$ cat config.mk
export PLATFORM = sky130hd
export DESIGN_NAME = sorting_network_evaluator
export DESIGN_NICKNAME = d
export VERILOG_FILES = /design/src/rtl/sne_pkg.sv /design/src/rtl/sne_ram.sv /design/src/rtl/sne_dp.sv /design/src/rtl/sne_ctrl.sv /design/src/rtl/sorting_network_evaluator.sv
export SDC_FILE = /design/constraint.sdc
export NUM_CORES = 2
export LEC_CHECK = 0
export BUFFER_PORTS_ARGS = -buffer_cell sky130_fd_sc_hd__buf_2
export CAP_MARGIN = 20
export CORE_ASPECT_RATIO = 2
export CORE_MARGIN = 2
export CORE_UTILIZATION = 35
export DETAILED_ROUTE_END_ITERATION = 12
export PLACE_DENSITY_LB_ADDON = 0.3
export SETUP_SLACK_MARGIN = 0.05
export SKIP_LAST_GASP = 1
export SLEW_MARGIN = 10
export SYNTH_ARGS = -nofsm -noshare
export SYNTH_HDL_FRONTEND = slang
export SYNTH_SLANG_ARGS = --single-unit
$ cat constraint.sdc
create_clock -name clk -period 28.6 [get_ports clk]
set_clock_uncertainty 0.05 [all_clocks]
set_input_delay 1.43 -clock clk [delete_from_list [all_inputs] [get_ports clk]]
set_output_delay 1.43 -clock clk [all_outputs]
set_load 0.01 [all_outputs]
$ cat src/rtl/sne_pkg.sv
// shared types and constants for the sorting network evaluator
package sne_pkg;

    typedef enum logic [1:0] {
        ACT_CELL  = 2'd0,
        ACT_VALUE = 2'd1,
        ACT_RUN   = 2'd2,
        ACT_NONE  = 2'd3
    } action_t;

    localparam logic CFG_ACTIVE_ROWS    = 1'b0;
    localparam logic CFG_ACTIVE_COLUMNS = 1'b1;

    localparam int ACTIVE_ROWS_RESET    = 16;
    localparam int ACTIVE_COLUMNS_RESET = 32;
    localparam int MIN_ROWS             = 2;

    localparam logic [4:0] LABEL_NONE  = 5'd0;
    localparam logic [4:0] LABEL_LIMIT = 5'd26;
    localparam int         PAIR_COUNT  = 2;

    typedef enum logic [3:0] {
        S_CLEAR,
        S_IDLE,
        S_CHK_COL,
        S_CHK_ROW,
        S_ERR,
        S_RUN_COL,
        S_RUN_ROW,
        S_RUN_CMP,
        S_SWAP1,
        S_SWAP2,
        S_SORT_RD,
        S_SORT_CMP,
        S_OUT_RD,
        S_OUT
    } state_t;

    typedef struct packed {
        logic clear_we;
        logic cell_we;
        logic val_we;
        logic run_init;
        logic pick;
        logic cap;
        logic swap_wr_t;
        logic swap_wr_r;
        logic sel_sort;
        logic asc_clr;
        logic emit_ok;
        logic emit_err;
        logic last;
    } cmd_t;

    typedef struct packed {
        logic row_bad;
        logic has_partner;
        logic greater;
    } status_t;

endpackage

$ cat src/rtl/sne_ram.sv
// generic single-port-write, single-port-read ram with registered read
module sne_ram #(
    parameter int WIDTH = 8,
    parameter int DEPTH = 16
) (
    input  logic                                    clk,
    input  logic                                    we,
    input  logic [((DEPTH > 1) ? $clog2(DEPTH) : 1)-1:0] waddr,
    input  logic [WIDTH-1:0]                        wdata,
    input  logic [((DEPTH > 1) ? $clog2(DEPTH) : 1)-1:0] raddr,
    output logic [WIDTH-1:0]                        rdata
);

    logic [WIDTH-1:0] mem [DEPTH];

    always_ff @(posedge clk)
    begin
        if (we)
        begin
            mem[waddr] <= wdata;
        end
        rdata <= mem[raddr];
    end

endmodule

$ cat src/rtl/sne_dp.sv
// datapath: label grid, row values, pair search, compare and result registers
module sne_dp
    import sne_pkg::*;
#(
    parameter int MAX_ROWS    = 16,
    parameter int MAX_COLUMNS = 32,
    parameter int VALUE_WIDTH = 32,
    parameter int ROW_W       = 4,
    parameter int COL_W       = 5
) (
    input  logic                clk,
    input  logic                rst_n,
    input  cmd_t                cmd,
    output status_t             status,
    input  logic [ROW_W-1:0]    row,
    input  logic [COL_W-1:0]    col,
    input  logic [ROW_W-1:0]    last_row,
    input  logic [3:0]          row_index,
    input  logic [4:0]          column_index,
    input  logic [4:0]          label,
    input  logic signed [31:0]  value,
    output logic                strobe,
    output logic signed [31:0]  out_value,
    output logic [3:0]          out_row,
    output logic                sorted,
    output logic                net_invalid,
    output logic                last
);

    logic                   row_in_range;
    logic                   col_in_range;
    logic [ROW_W-1:0]       wr_row;
    logic [COL_W-1:0]       wr_col;
    logic [4:0]             lab_rd [MAX_ROWS];
    logic [4:0]             labs_m [MAX_ROWS];
    logic [4:0]             lab;
    logic [MAX_ROWS-1:0]    match_vec;
    logic                   found;
    logic [ROW_W-1:0]       partner;
    logic [ROW_W-1:0]       partner_reg;
    logic [VALUE_WIDTH-1:0] a_rd;
    logic [VALUE_WIDTH-1:0] b_rd;
    logic [VALUE_WIDTH-1:0] a_hold_reg;
    logic [VALUE_WIDTH-1:0] b_hold_reg;
    logic                   v_we;
    logic [ROW_W-1:0]       v_waddr;
    logic [VALUE_WIDTH-1:0] v_wdata;
    logic [ROW_W-1:0]       b_raddr;
    logic                   asc_reg;
    logic                   strobe_reg;
    logic [31:0]            out_value_reg;
    logic [3:0]             out_row_reg;
    logic                   sorted_reg;
    logic                   invalid_reg;
    logic                   last_reg;

    assign row_in_range = (int'(row_index) < MAX_ROWS);
    assign col_in_range = (int'(column_index) < MAX_COLUMNS);
    assign wr_row       = ROW_W'(row_index);
    assign wr_col       = COL_W'(column_index);

    // one label ram per row, all read at the same column
    for (genvar g = 0; g < MAX_ROWS; g++)
    begin : g_row
        logic       l_we;
        logic [4:0] l_wdata;

        assign l_we    = cmd.clear_we
                       || (cmd.cell_we && row_in_range && col_in_range
                           && (wr_row == ROW_W'(g)));
        assign l_wdata = cmd.clear_we ? LABEL_NONE : label;

        sne_ram #(
            .WIDTH (5),
            .DEPTH (MAX_COLUMNS)
        ) u_lab_ram (
            .clk   (clk),
            .we    (l_we),
            .waddr (cmd.clear_we ? col : wr_col),
            .wdata (l_wdata),
            .raddr (col),
            .rdata (lab_rd[g])
        );

        // rows beyond the active count hold no comparator
        assign labs_m[g]    = (g <= int'(last_row)) ? lab_rd[g] : LABEL_NONE;
        assign match_vec[g] = (labs_m[g] == lab);
    end

    assign lab = labs_m[row];

    always_comb
    begin
        found   = 1'b0;
        partner = '0;
        for (int g = MAX_ROWS - 1; g >= 0; g--)
        begin
            if ((g > int'(row)) && match_vec[g] && (lab != LABEL_NONE))
            begin
                found   = 1'b1;
                partner = ROW_W'(g);
            end
        end
    end

    assign status.row_bad     = (lab > LABEL_LIMIT)
                              || ((lab != LABEL_NONE) && ($countones(match_vec) != PAIR_COUNT));
    assign status.has_partner = found;
    assign status.greater     = ($signed(a_rd) > $signed(b_rd));

    // row values, mirrored into two rams for two read addresses
    always_comb
    begin
        if (cmd.swap_wr_t)
        begin
            v_we    = 1'b1;
            v_waddr = partner_reg;
            v_wdata = a_hold_reg;
        end
        else if (cmd.swap_wr_r)
        begin
            v_we    = 1'b1;
            v_waddr = row;
            v_wdata = b_hold_reg;
        end
        else
        begin
            v_we    = cmd.val_we && row_in_range;
            v_waddr = wr_row;
            v_wdata = VALUE_WIDTH'(value);
        end
    end

    assign b_raddr = cmd.sel_sort ? ROW_W'(row + 1'b1) : partner;

    sne_ram #(
        .WIDTH (VALUE_WIDTH),
        .DEPTH (MAX_ROWS)
    ) u_val_ram_a (
        .clk   (clk),
        .we    (v_we),
        .waddr (v_waddr),
        .wdata (v_wdata),
        .raddr (row),
        .rdata (a_rd)
    );

    sne_ram #(
        .WIDTH (VALUE_WIDTH),
        .DEPTH (MAX_ROWS)
    ) u_val_ram_b (
        .clk   (clk),
        .we    (v_we),
        .waddr (v_waddr),
        .wdata (v_wdata),
        .raddr (b_raddr),
        .rdata (b_rd)
    );

    always_ff @(posedge clk)
    begin
        if (cmd.pick)
        begin
            partner_reg <= partner;
        end
        if (cmd.cap)
        begin
            a_hold_reg <= a_rd;
            b_hold_reg <= b_rd;
        end
        if (cmd.emit_ok)
        begin
            out_value_reg <= 32'(a_rd);
            out_row_reg   <= 4'(row);
            sorted_reg    <= asc_reg;
            invalid_reg   <= 1'b0;
            last_reg      <= cmd.last;
        end
        else if (cmd.emit_err)
        begin
            out_value_reg <= '0;
            out_row_reg   <= '0;
            sorted_reg    <= 1'b0;
            invalid_reg   <= 1'b1;
            last_reg      <= 1'b1;
        end
    end

    always_ff @(posedge clk or negedge rst_n)
    begin
        if (!rst_n)
        begin
            strobe_reg <= 1'b0;
            asc_reg    <= 1'b1;
        end
        else
        begin
            strobe_reg <= cmd.emit_ok || cmd.emit_err;
            if (cmd.run_init)
            begin
                asc_reg <= 1'b1;
            end
            else if (cmd.asc_clr)
            begin
                asc_reg <= 1'b0;
            end
        end
    end

    assign strobe      = strobe_reg;
    assign out_value   = signed'(out_value_reg);
    assign out_row     = out_row_reg;
    assign sorted      = sorted_reg;
    assign net_invalid = invalid_reg;
    assign last        = last_reg;

endmodule

$ cat src/rtl/sne_ctrl.sv
// controller: clearing pass, check, column walk, order check and report
module sne_ctrl
    import sne_pkg::*;
#(
    parameter int MAX_COLUMNS = 32,
    parameter int ROW_W       = 4,
    parameter int COL_W       = 5
) (
    input  logic             clk,
    input  logic             rst_n,
    input  logic             start,
    input  logic [1:0]       action,
    output logic             busy,
    input  logic [ROW_W-1:0] last_row,
    input  logic [COL_W-1:0] last_col,
    input  logic             cols_zero,
    input  status_t          status,
    output cmd_t             cmd,
    output logic [ROW_W-1:0] row,
    output logic [COL_W-1:0] col
);

    state_t           state_reg;
    state_t           state_next;
    logic [ROW_W-1:0] row_reg;
    logic [ROW_W-1:0] row_next;
    logic [COL_W-1:0] col_reg;
    logic [COL_W-1:0] col_next;
    state_t           adv_state;
    logic [ROW_W-1:0] adv_row;
    logic [COL_W-1:0] adv_col;

    always_ff @(posedge clk or negedge rst_n)
    begin
        if (!rst_n)
        begin
            state_reg <= S_CLEAR;
            row_reg   <= '0;
            col_reg   <= '0;
        end
        else
        begin
            state_reg <= state_next;
            row_reg   <= row_next;
            col_reg   <= col_next;
        end
    end

    // next step of the column walk once a row is done
    always_comb
    begin
        adv_state = S_RUN_ROW;
        adv_row   = row_reg + 1'b1;
        adv_col   = col_reg;
        if (row_reg == last_row)
        begin
            adv_row = '0;
            if (col_reg == last_col)
            begin
                adv_col   = '0;
                adv_state = S_SORT_RD;
            end
            else
            begin
                adv_col   = col_reg + 1'b1;
                adv_state = S_RUN_COL;
            end
        end
    end

    always_comb
    begin
        state_next = state_reg;
        row_next   = row_reg;
        col_next   = col_reg;
        cmd        = '0;
        unique case (state_reg)
            S_CLEAR:
            begin
                cmd.clear_we = 1'b1;
                if (col_reg == COL_W'(MAX_COLUMNS - 1))
                begin
                    col_next   = '0;
                    state_next = S_IDLE;
                end
                else
                begin
                    col_next = col_reg + 1'b1;
                end
            end
            S_IDLE:
            begin
                if (start)
                begin
                    case (action_t'(action))
                        ACT_CELL:  cmd.cell_we = 1'b1;
                        ACT_VALUE: cmd.val_we  = 1'b1;
                        ACT_RUN:
                        begin
                            cmd.run_init = 1'b1;
                            row_next     = '0;
                            col_next     = '0;
                            state_next   = cols_zero ? S_SORT_RD : S_CHK_COL;
                        end
                        default: ;
                    endcase
                end
            end
            S_CHK_COL:
            begin
                state_next = S_CHK_ROW;
            end
            S_CHK_ROW:
            begin
                if (status.row_bad)
                begin
                    row_next   = '0;
                    col_next   = '0;
                    state_next = S_ERR;
                end
                else if (row_reg == last_row)
                begin
                    row_next = '0;
                    if (col_reg == last_col)
                    begin
                        col_next   = '0;
                        state_next = S_RUN_COL;
                    end
                    else
                    begin
                        col_next   = col_reg + 1'b1;
                        state_next = S_CHK_COL;
                    end
                end
                else
                begin
                    row_next = row_reg + 1'b1;
                end
            end
            S_ERR:
            begin
                cmd.emit_err = 1'b1;
                state_next   = S_IDLE;
            end
            S_RUN_COL:
            begin
                state_next = S_RUN_ROW;
            end
            S_RUN_ROW:
            begin
                cmd.pick = 1'b1;
                if (status.has_partner)
                begin
                    state_next = S_RUN_CMP;
                end
                else
                begin
                    state_next = adv_state;
                    row_next   = adv_row;
                    col_next   = adv_col;
                end
            end
            S_RUN_CMP:
            begin
                cmd.cap = 1'b1;
                if (status.greater)
                begin
                    state_next = S_SWAP1;
                end
                else
                begin
                    state_next = adv_state;
                    row_next   = adv_row;
                    col_next   = adv_col;
                end
            end
            S_SWAP1:
            begin
                cmd.swap_wr_t = 1'b1;
                state_next    = S_SWAP2;
            end
            S_SWAP2:
            begin
                cmd.swap_wr_r = 1'b1;
                state_next    = adv_state;
                row_next      = adv_row;
                col_next      = adv_col;
            end
            S_SORT_RD:
            begin
                cmd.sel_sort = 1'b1;
                state_next   = S_SORT_CMP;
            end
            S_SORT_CMP:
            begin
                cmd.sel_sort = 1'b1;
                cmd.asc_clr  = status.greater;
                if (ROW_W'(row_reg + 1'b1) == last_row)
                begin
                    row_next   = '0;
                    state_next = S_OUT_RD;
                end
                else
                begin
                    row_next   = row_reg + 1'b1;
                    state_next = S_SORT_RD;
                end
            end
            S_OUT_RD:
            begin
                state_next = S_OUT;
            end
            S_OUT:
            begin
                cmd.emit_ok = 1'b1;
                cmd.last    = (row_reg == last_row);
                if (row_reg == last_row)
                begin
                    row_next   = '0;
                    state_next = S_IDLE;
                end
                else
                begin
                    row_next   = row_reg + 1'b1;
                    state_next = S_OUT_RD;
                end
            end
            default:
            begin
                state_next = S_IDLE;
            end
        endcase
    end

    assign busy = (state_reg != S_IDLE);
    assign row  = row_reg;
    assign col  = col_reg;

    a_swap_pair: assert property (@(posedge clk) disable iff (!rst_n)
        state_reg == S_SWAP2 |-> $past(state_reg) == S_SWAP1)
        else $error("second swap write without the first");

    a_swap_after_cmp: assert property (@(posedge clk) disable iff (!rst_n)
        state_reg == S_SWAP1 |-> $past(state_reg) == S_RUN_CMP && $past(status.greater))
        else $error("swap without a greater upper value");

    a_report_ends: assert property (@(posedge clk) disable iff (!rst_n)
        (state_reg == S_OUT && row_reg == last_row) |=> state_reg == S_IDLE)
        else $error("report did not end on the last row");

    a_one_emit: assert property (@(posedge clk) disable iff (!rst_n)
        !(cmd.emit_ok && cmd.emit_err))
        else $error("error and row word in the same cycle");

endmodule

$ cat src/rtl/sorting_network_evaluator.sv
// top level of the programmable comparator network evaluator
//
// channel   direction  handshake                      payload
// item      in         start && !busy                 action, row_index, column_index,
//                                                     label, value
// config    in         cfg_valid && cfg_ready         cfg_index, cfg_data
// result    out        strobe, one cycle per word     out_value, out_row, sorted,
//                                                     net_invalid, last
//
// cell and value writes leave busy low
// a run checks each column one row per cycle, then walks the columns the same way with a
// compare per comparator and two swap writes where the row's value is greater than its
// partner's, then checks the order of adjacent rows and reports each row in turn
// after reset a clearing pass over all MAX_COLUMNS columns keeps busy high; config is always taken
// result words cannot be held off by the receiver
module sorting_network_evaluator
    import sne_pkg::*;
#(
    parameter int MAX_ROWS    = 16,
    parameter int MAX_COLUMNS = 32,
    parameter int VALUE_WIDTH = 32
) (
    input  logic               clk,
    input  logic               rst_n,
    input  logic               start,
    output logic               busy,
    input  logic [1:0]         action,
    input  logic [3:0]         row_index,
    input  logic [4:0]         column_index,
    input  logic [4:0]         label,
    input  logic signed [31:0] value,
    input  logic               cfg_valid,
    output logic               cfg_ready,
    input  logic               cfg_index,
    input  logic [5:0]         cfg_data,
    output logic               strobe,
    output logic signed [31:0] out_value,
    output logic [3:0]         out_row,
    output logic               sorted,
    output logic               net_invalid,
    output logic               last
);

    localparam int ROW_W = (MAX_ROWS > 1) ? $clog2(MAX_ROWS) : 1;
    localparam int COL_W = (MAX_COLUMNS > 1) ? $clog2(MAX_COLUMNS) : 1;

    logic [4:0]       active_rows_reg;
    logic [5:0]       active_columns_reg;
    logic [ROW_W-1:0] last_row;
    logic [COL_W-1:0] last_col;
    logic             cols_zero;
    cmd_t             cmd;
    status_t          status;
    logic [ROW_W-1:0] row;
    logic [COL_W-1:0] col;

    assign cfg_ready = 1'b1;

    always_ff @(posedge clk or negedge rst_n)
    begin
        if (!rst_n)
        begin
            active_rows_reg    <= 5'(ACTIVE_ROWS_RESET);
            active_columns_reg <= 6'(ACTIVE_COLUMNS_RESET);
        end
        else if (cfg_valid && cfg_ready)
        begin
            unique case (cfg_index)
                CFG_ACTIVE_ROWS:    active_rows_reg    <= cfg_data[4:0];
                CFG_ACTIVE_COLUMNS: active_columns_reg <= cfg_data;
                default: ;
            endcase
        end
    end

    // clamp the counts into the grid
    always_comb
    begin
        if (int'(active_rows_reg) < MIN_ROWS)
        begin
            last_row = ROW_W'(MIN_ROWS - 1);
        end
        else if (int'(active_rows_reg) > MAX_ROWS)
        begin
            last_row = ROW_W'(MAX_ROWS - 1);
        end
        else
        begin
            last_row = ROW_W'(int'(active_rows_reg) - 1);
        end

        cols_zero = (active_columns_reg == '0);
        if (int'(active_columns_reg) > MAX_COLUMNS)
        begin
            last_col = COL_W'(MAX_COLUMNS - 1);
        end
        else
        begin
            last_col = COL_W'(int'(active_columns_reg) - 1);
        end
    end

    sne_ctrl #(
        .MAX_COLUMNS (MAX_COLUMNS),
        .ROW_W       (ROW_W),
        .COL_W       (COL_W)
    ) u_ctrl (
        .clk       (clk),
        .rst_n     (rst_n),
        .start     (start),
        .action    (action),
        .busy      (busy),
        .last_row  (last_row),
        .last_col  (last_col),
        .cols_zero (cols_zero),
        .status    (status),
        .cmd       (cmd),
        .row       (row),
        .col       (col)
    );

    sne_dp #(
        .MAX_ROWS    (MAX_ROWS),
        .MAX_COLUMNS (MAX_COLUMNS),
        .VALUE_WIDTH (VALUE_WIDTH),
        .ROW_W       (ROW_W),
        .COL_W       (COL_W)
    ) u_dp (
        .clk          (clk),
        .rst_n        (rst_n),
        .cmd          (cmd),
        .status       (status),
        .row          (row),
        .col          (col),
        .last_row     (last_row),
        .row_index    (row_index),
        .column_index (column_index),
        .label        (label),
        .value        (value),
        .strobe       (strobe),
        .out_value    (out_value),
        .out_row      (out_row),
        .sorted       (sorted),
        .net_invalid  (net_invalid),
        .last         (last)
    );

endmodule
Yosys cells after proc, flatten, opt, wreduce, memory -nomap -nowiden
Memories as Yosys holds them, arrays and structs flattened. A register that Yosys moved wholly into a read port is not among the register bits.
Cells that the tools add are included.
W data, S select, Z words.
{"block": "op_classes", "n_addsub": 19, "magnitude_cmp": 36, "eq_ne": 58, "n_mux": 150, "bitwise": 2, "reduce_logical": 81}
{"operator": "$add A32 B32 Y32", "n": 7}
{"operator": "$mux W4", "n": 40}
{"operator": "$mux W5", "n": 28}
{"operator": "$mux W32", "n": 4}
{"operator": "$eq A5 B5 Y1", "n": 17}
{"operator": "$mux W1", "n": 70}
{"operator": "$eq A4 B4 Y1 const B", "n": 14}
{"operator": "$pmux W4 S13", "n": 1}
{"operator": "$logic_and A1 B1 Y1", "n": 47}
{"operator": "$eq A4 B3 Y1 const B", "n": 8}
{"operator": "$gt A32 B32 Y1", "n": 1}
{"operator": "$gt A4 B4 Y1 const A", "n": 8}
{"operator": "$le A4 B4 Y1 const A", "n": 8}
{"operator": "$ne A32 B3 Y1 const B", "n": 1}
{"operator": "$pmux W5 S6", "n": 1}
{"operator": "$pmux W4 S6", "n": 1}
{"operator": "$bmux W5 S4", "n": 1}
{"operator": "$logic_or A1 B1 Y1", "n": 18}
{"operator": "$add A1 B1 Y2", "n": 8}
{"operator": "$eq A4 B2 Y1 const B", "n": 4}
{"operator": "$gt A3 B4 Y1 const A", "n": 4}
{"operator": "$le A3 B4 Y1 const A", "n": 4}
{"operator": "$mux W3", "n": 4}
{"operator": "$reduce_bool A6 Y1", "n": 2}
{"operator": "other kinds (32)", "n": 45}
{"block": "word_totals", "reg_bits": 133, "ramBits": 3584, "in_bits": 59, "output_inout_bits": 42, "word_cells": 379, "mem_count": 18}
{"memory": "u_dp.u_val_ram_a.mem", "words": 16, "word_bits": 32, "read_ports": 1, "rd_ports_with_merged_regs": 1, "write_ports": 1, "line": "sne_ram.sv:14", "rtl": "logic [WIDTH-1:0] mem [DEPTH];"}
{"memory": "u_dp.u_val_ram_b.mem", "words": 16, "word_bits": 32, "read_ports": 1, "rd_ports_with_merged_regs": 1, "write_ports": 1, "line": "sne_ram.sv:14"}
{"memory": "u_dp.g_row[0].u_lab_ram.mem", "words": 32, "word_bits": 5, "read_ports": 1, "rd_ports_with_merged_regs": 1, "write_ports": 1, "line": "sne_ram.sv:14"}
{"memory": "u_dp.g_row[10].u_lab_ram.mem", "words": 32, "word_bits": 5, "read_ports": 1, "rd_ports_with_merged_regs": 1, "write_ports": 1, "line": "sne_ram.sv:14"}
{"memory": "u_dp.g_row[11].u_lab_ram.mem", "words": 32, "word_bits": 5, "read_ports": 1, "rd_ports_with_merged_regs": 1, "write_ports": 1, "line": "sne_ram.sv:14"}
{"memory": "u_dp.g_row[12].u_lab_ram.mem", "words": 32, "word_bits": 5, "read_ports": 1, "rd_ports_with_merged_regs": 1, "write_ports": 1, "line": "sne_ram.sv:14"}
{"memory": "+12 memories"}

Logic depth before layout (Yosys ltp)
{"block": "depth", "depth_word": 28, "depth_mapped": 40, "mapped_depth_nobuf": 35}

Hierarchy
A second synthesis with hierarchy kept.
{"block": "hier_totals", "hier_cells": 7346, "hier_area_um2": 152508.8}
{"module": "sne_ram at u_dp.g_row[0].u_lab_ram ...", "instances": 16, "cells_each": 277, "area_each_um2": 6344.8, "seq_area_each_um2": 4904.7}
{"module": "sne_ram at u_dp.u_val_ram_a ...", "instances": 2, "cells_each": 838, "area_each_um2": 19854.0, "seq_area_each_um2": 16015.4}
{"module": "sne_dp", "instances": 1, "cells_each": 1005, "area_each_um2": 9321.4, "seq_area_each_um2": 3254.4}
{"module": "sne_ctrl", "instances": 1, "cells_each": 170, "area_each_um2": 1322.5, "seq_area_each_um2": 325.3}
{"module": "sorting_network_evaluator", "instances": 1, "cells_each": 63, "area_each_um2": 639.4, "seq_area_each_um2": 277.8}

Least setup slack after synthesis
Ideal clock, no wire load.
{"block": "synth_path", "path_kind": "input-to-reg", "start": "input label[0]", "end": "memory u_dp.g_row[0].u_lab_ram.mem[0][0] (data pin)", "setup_ns": 1.536, "t_arrival_ns": 7.838, "t_required_ns": 27.014, "slack_ns": 19.176, "path_stages": 1, "n_path_buf": 0, "path_cell_list": "and2_1"}
{"block": "synth_via", "elab_chain_len": 1}
{"item": "start, declared", "line": "sorting_network_evaluator.sv:30", "rtl": "input logic [4:0] label,"}
{"item": "$mux W5", "line": "sne_dp.sv:71", "rtl": "assign l_wdata = cmd.clear_we ? LABEL_NONE : label;"}
{"item": "end, declared", "line": "sne_ram.sv:14"}
No other way between the ends.

Worst setup path in the final report
{"block": "layout_path", "start": "register active_rows_reg[1]", "end": "register u_ctrl.col_reg[3] (netlist: u_ctrl.col[3])"}
{"block": "layout_via", "elab_chain_len": 28, "elab_cells_between_ends": 127, "classes_between": "add/sub (16); order compare (18); eq/ne (19); mux (40); reduce/logical (34)"}
{"item": "start, declared", "line": "sorting_network_evaluator.sv:47", "rtl": "logic [4:0] active_rows_reg;"}
{"item": "start signal, assigned", "line": "sorting_network_evaluator.sv:63", "rtl": "active_rows_reg <= 5'(ACTIVE_ROWS_RESET);"}
{"item": "start signal, assigned", "line": "sorting_network_evaluator.sv:69", "rtl": "CFG_ACTIVE_ROWS: active_rows_reg <= cfg_data[4:0];"}
{"item": "$sub A4 B1 Y4 / $gt A5 B5 Y1 (equally long branches)", "line": "sorting_network_evaluator.sv:89, sorting_network_evaluator.sv:83"}
{"item": "$mux W4", "line": "sorting_network_evaluator.sv:83", "rtl": "else if (int'(active_rows_reg) > MAX_ROWS)"}
{"item": "$mux W4 (*)", "line": "sorting_network_evaluator.sv:79", "rtl": "if (int'(active_rows_reg) < MIN_ROWS)"}
{"item": "branches (longest 25 deep; another with $add A32 B32 Y32)"}
{"item": "end signal, assigned", "line": "sne_ctrl.sv:45", "rtl": "col_reg <= col_next;"}
{"item": "end, declared", "line": "sne_ctrl.sv:27", "rtl": "logic [COL_W-1:0] col_reg;"}
Every way passes the cells marked *. The select of a mux whose other input is x is not followed.
A chain may end at the register's enable or synchronous reset.

==> impl_metrics.ini <==
[sta]
fin_tns_setup_ps = 0
min_period_over_period_pct = 37.4
setup_viol = 0
fin_crit_ps = 10710
maxSlewHeadroom_pct = 19.8
hold_viol = 0
rsz0062_at_grt = false
hold_ws_ps = 382
drv_slew = 0
tightest_slew_ps = 1200
max_freq_mhz = 93.4
setup_slack_ps = 17890

[cts]
root_buffer = clkbuf_16
cts_tree = done
ctsLongestPathBuffers = 4
cts_sinks = 3349
cts.clk_slew.worst_paths_ps = 70
cts_buffers = 286
post_cts_buffers = 0
htreeDepth = 5
cts_hold_buffers = 0
insertion_delay_ps = 930
cts_resized = 0

[worst_setup_path]
slowest_stage = a2111oi_2
worst-r2r-setup-slack_ps = 17890
cp_max_fo = 13
cpMostUsedCell = fa_1
cp-startpoint = active_rows_reg[1]
r2r_cells = 31
cp-end-kind = register
crit_type = reg2reg
cp_slowest_stage_delay_ps = 870
crit_end = u_ctrl.col[3]
startpoint_type = register
r2r-end = u_ctrl.col[3]
reg2reg_from = active_rows_reg[1]
worstPathArrival_ps = 11440
required_ps = 29330

[place]
gp_congestion = 0.926
pre_cts_ws_ps = 18060
dpl.hpwl_um = 252000
io_buffers = 99

[logic_synthesis]
ys_seq_elements = 3349
synthTopCellsByCount = edfxtp_1, mux4_2, nor2_1, nand2_1, mux2i_1
yosys.area.top_type = edfxtp_1
ys_types = 98
synth_top_area_share_pct = 69.8
syn_area_per_cell_um2 = 18.5
syn_nets = 7496
netlist_area_um2 = 137000
async_flop_share_pct = 0.776
ys.flop_type = edfxtp_1
synth.most_common_cell = edfxtp_1
synth_warnings = 0
synth_edf_count = 3178
synth_cells = 7374
synth.area.top_cells = edfxtp_1, mux4_2, mux2i_1
ys_seq_area_share_pct = 72.4

[global_routing]
track_usage_pct = 19.5
grt_max_degree = 179
busiest_layer = met2
grt_pass1_vias = 76300
grt_use_met1_pct = 19.8
grt_overflow_total = 0
grt_use_met2_pct = 37.8
antenna_found_initial = 20
met3_usage_pct = 2.39
grt_pass1_wl_um = 555000

[route]
dr.pass1.iters = 6
drt.antenna.violating_nets = 0
via_count = 71500
drc_errors = 0
viasPerCell = 5.58
totalWireLength_um = 395000
drtIter0Drc = 6227
routedWlPerCell_um = 30.8

[power]
power.leakage_nw = 50.5
peakVddDrop_v = 0.000252
power_w = 0.0163
p_per_area_nw_per_um2 = 106

[die]
rows = 324
start_util_pct = 35.1
io_pins = 101
die-width_um = 446
dieArea_um2 = 396000
dieHeight_um = 888
coreArea_um2 = 389000

[status]
status = complete, no violations

[finish]
syn2layout_area_growth_pct = 12.2
top_register = u_dp.g_row.u_lab_ram.mem
reg_top3 = u_dp.g_row.u_lab_ram.mem x2560, u_dp.u_val_ram_b.mem x480, u_dp.g_row.u_lab_ram.rdata x80
nets = 7603
largest_reg_flops = 2560
layout-drive-gt1-share_pct = 22.4

[hold_path]
min_path_type = reg2reg
hold_start = u_dp.u_val_ram_b.rdata[17]

[job]
drv_cap = 0
[layout make-up]
class / instances / area (µm²)
Multi-Input combinational cell: 3474 / 36000
Clock inverter: 160 / 1830
Clock buffer: 349 / 7640
Sequential cell: 3349 / 99000
Antenna cell: 43 / 108
Inverter: 85 / 330
Timing Repair Buffer: 285 / 2120
Tap cell: 5053 / 6320
Fill cell: 34800 / 236000
[per-stage QoR]
stage                     utilization (%)  instances  instance area, µm²
final                                39.4      12800              153000
after global routing                 39.4      12800              153000
after CTS                            39.3      12700              153000
after detailed placement             36.9      12200              143000
after global placement               36.9      12200              143000
after floorplan                         -       7374              137000
[layer usage]
metal | vias up | share of wire [%]
met1 | 38100 | 33
met2 | 2509 | 56
met3 | 937 | 4.7
met4 | 8 | 6.5
met5 | - | 0.014
li1 | 29900 | -
[how the worst min path moves through the flow]
stage                                     end  depth (start not counted)
after global routing      u_dp.a_hold_reg[28]                          0
final                     u_dp.b_hold_reg[17]                          0
after detailed placement  u_dp.b_hold_reg[25]                          0
after CTS                 u_dp.a_hold_reg[28]                          0
after floorplan            u_dp.a_hold_reg[0]                          0
after global placement    u_dp.b_hold_reg[25]                          0
[worst max-delay path, delay by kind of cell (launching register included)]
| kind | cells | cell delay, ps |
|---|---|---|
| buffers and inverters | 3 | 220 |
| adders and majority gates | 8 | 3520 |
| DFF | 1 | 590 |
| and+or+nand+nor | 8 | 2030 |
| AOI/OAI and AO/OA | 12 | 4190 |
[report_power, final]
part           switching, W  internal, W
clock network       0.00181      0.00224
registers          0.000282      0.00601
logic               0.00360      0.00238
[cells by family (layout without fill, tap and decap cells)]
family                     count (synthesis)  count (layout)  synth area share, %
DFF                                     3349            3349                 72.4
and+or+nand+nor                         1385            1385                 4.40
muxes                                   1231            1231                 16.9
AOI/OAI and AO/OA                        727             727                 3.54
buffers and inverters                    551             879                 1.64
xor gates and xnor gates                  67              67                0.435
adders and majority gates                 63              63                0.637
other                                      1              44              0.00274
[placed cells by master, fill, tap and decap left out, types with 80 or more instances in the layout]
master | netlist | routed
clkbuf_16 | 0 | 291
nor2_1 | 688 | 665
a21oi_1 | 191 | 177
o22ai_1 | 166 | 166
buf_4 | 12 | 166
edfxtp_1 | 3178 | 3178
nand2_1 | 399 | 367
inv_1 | 82 | 80
mux2i_1 | 351 | 351
dfxtp_1 | 145 | 145
buf_2 | 61 | 99
mux4_2 | 864 | 864
o21ai_0 | 127 | 127
(Power assumes the default switching activity.)
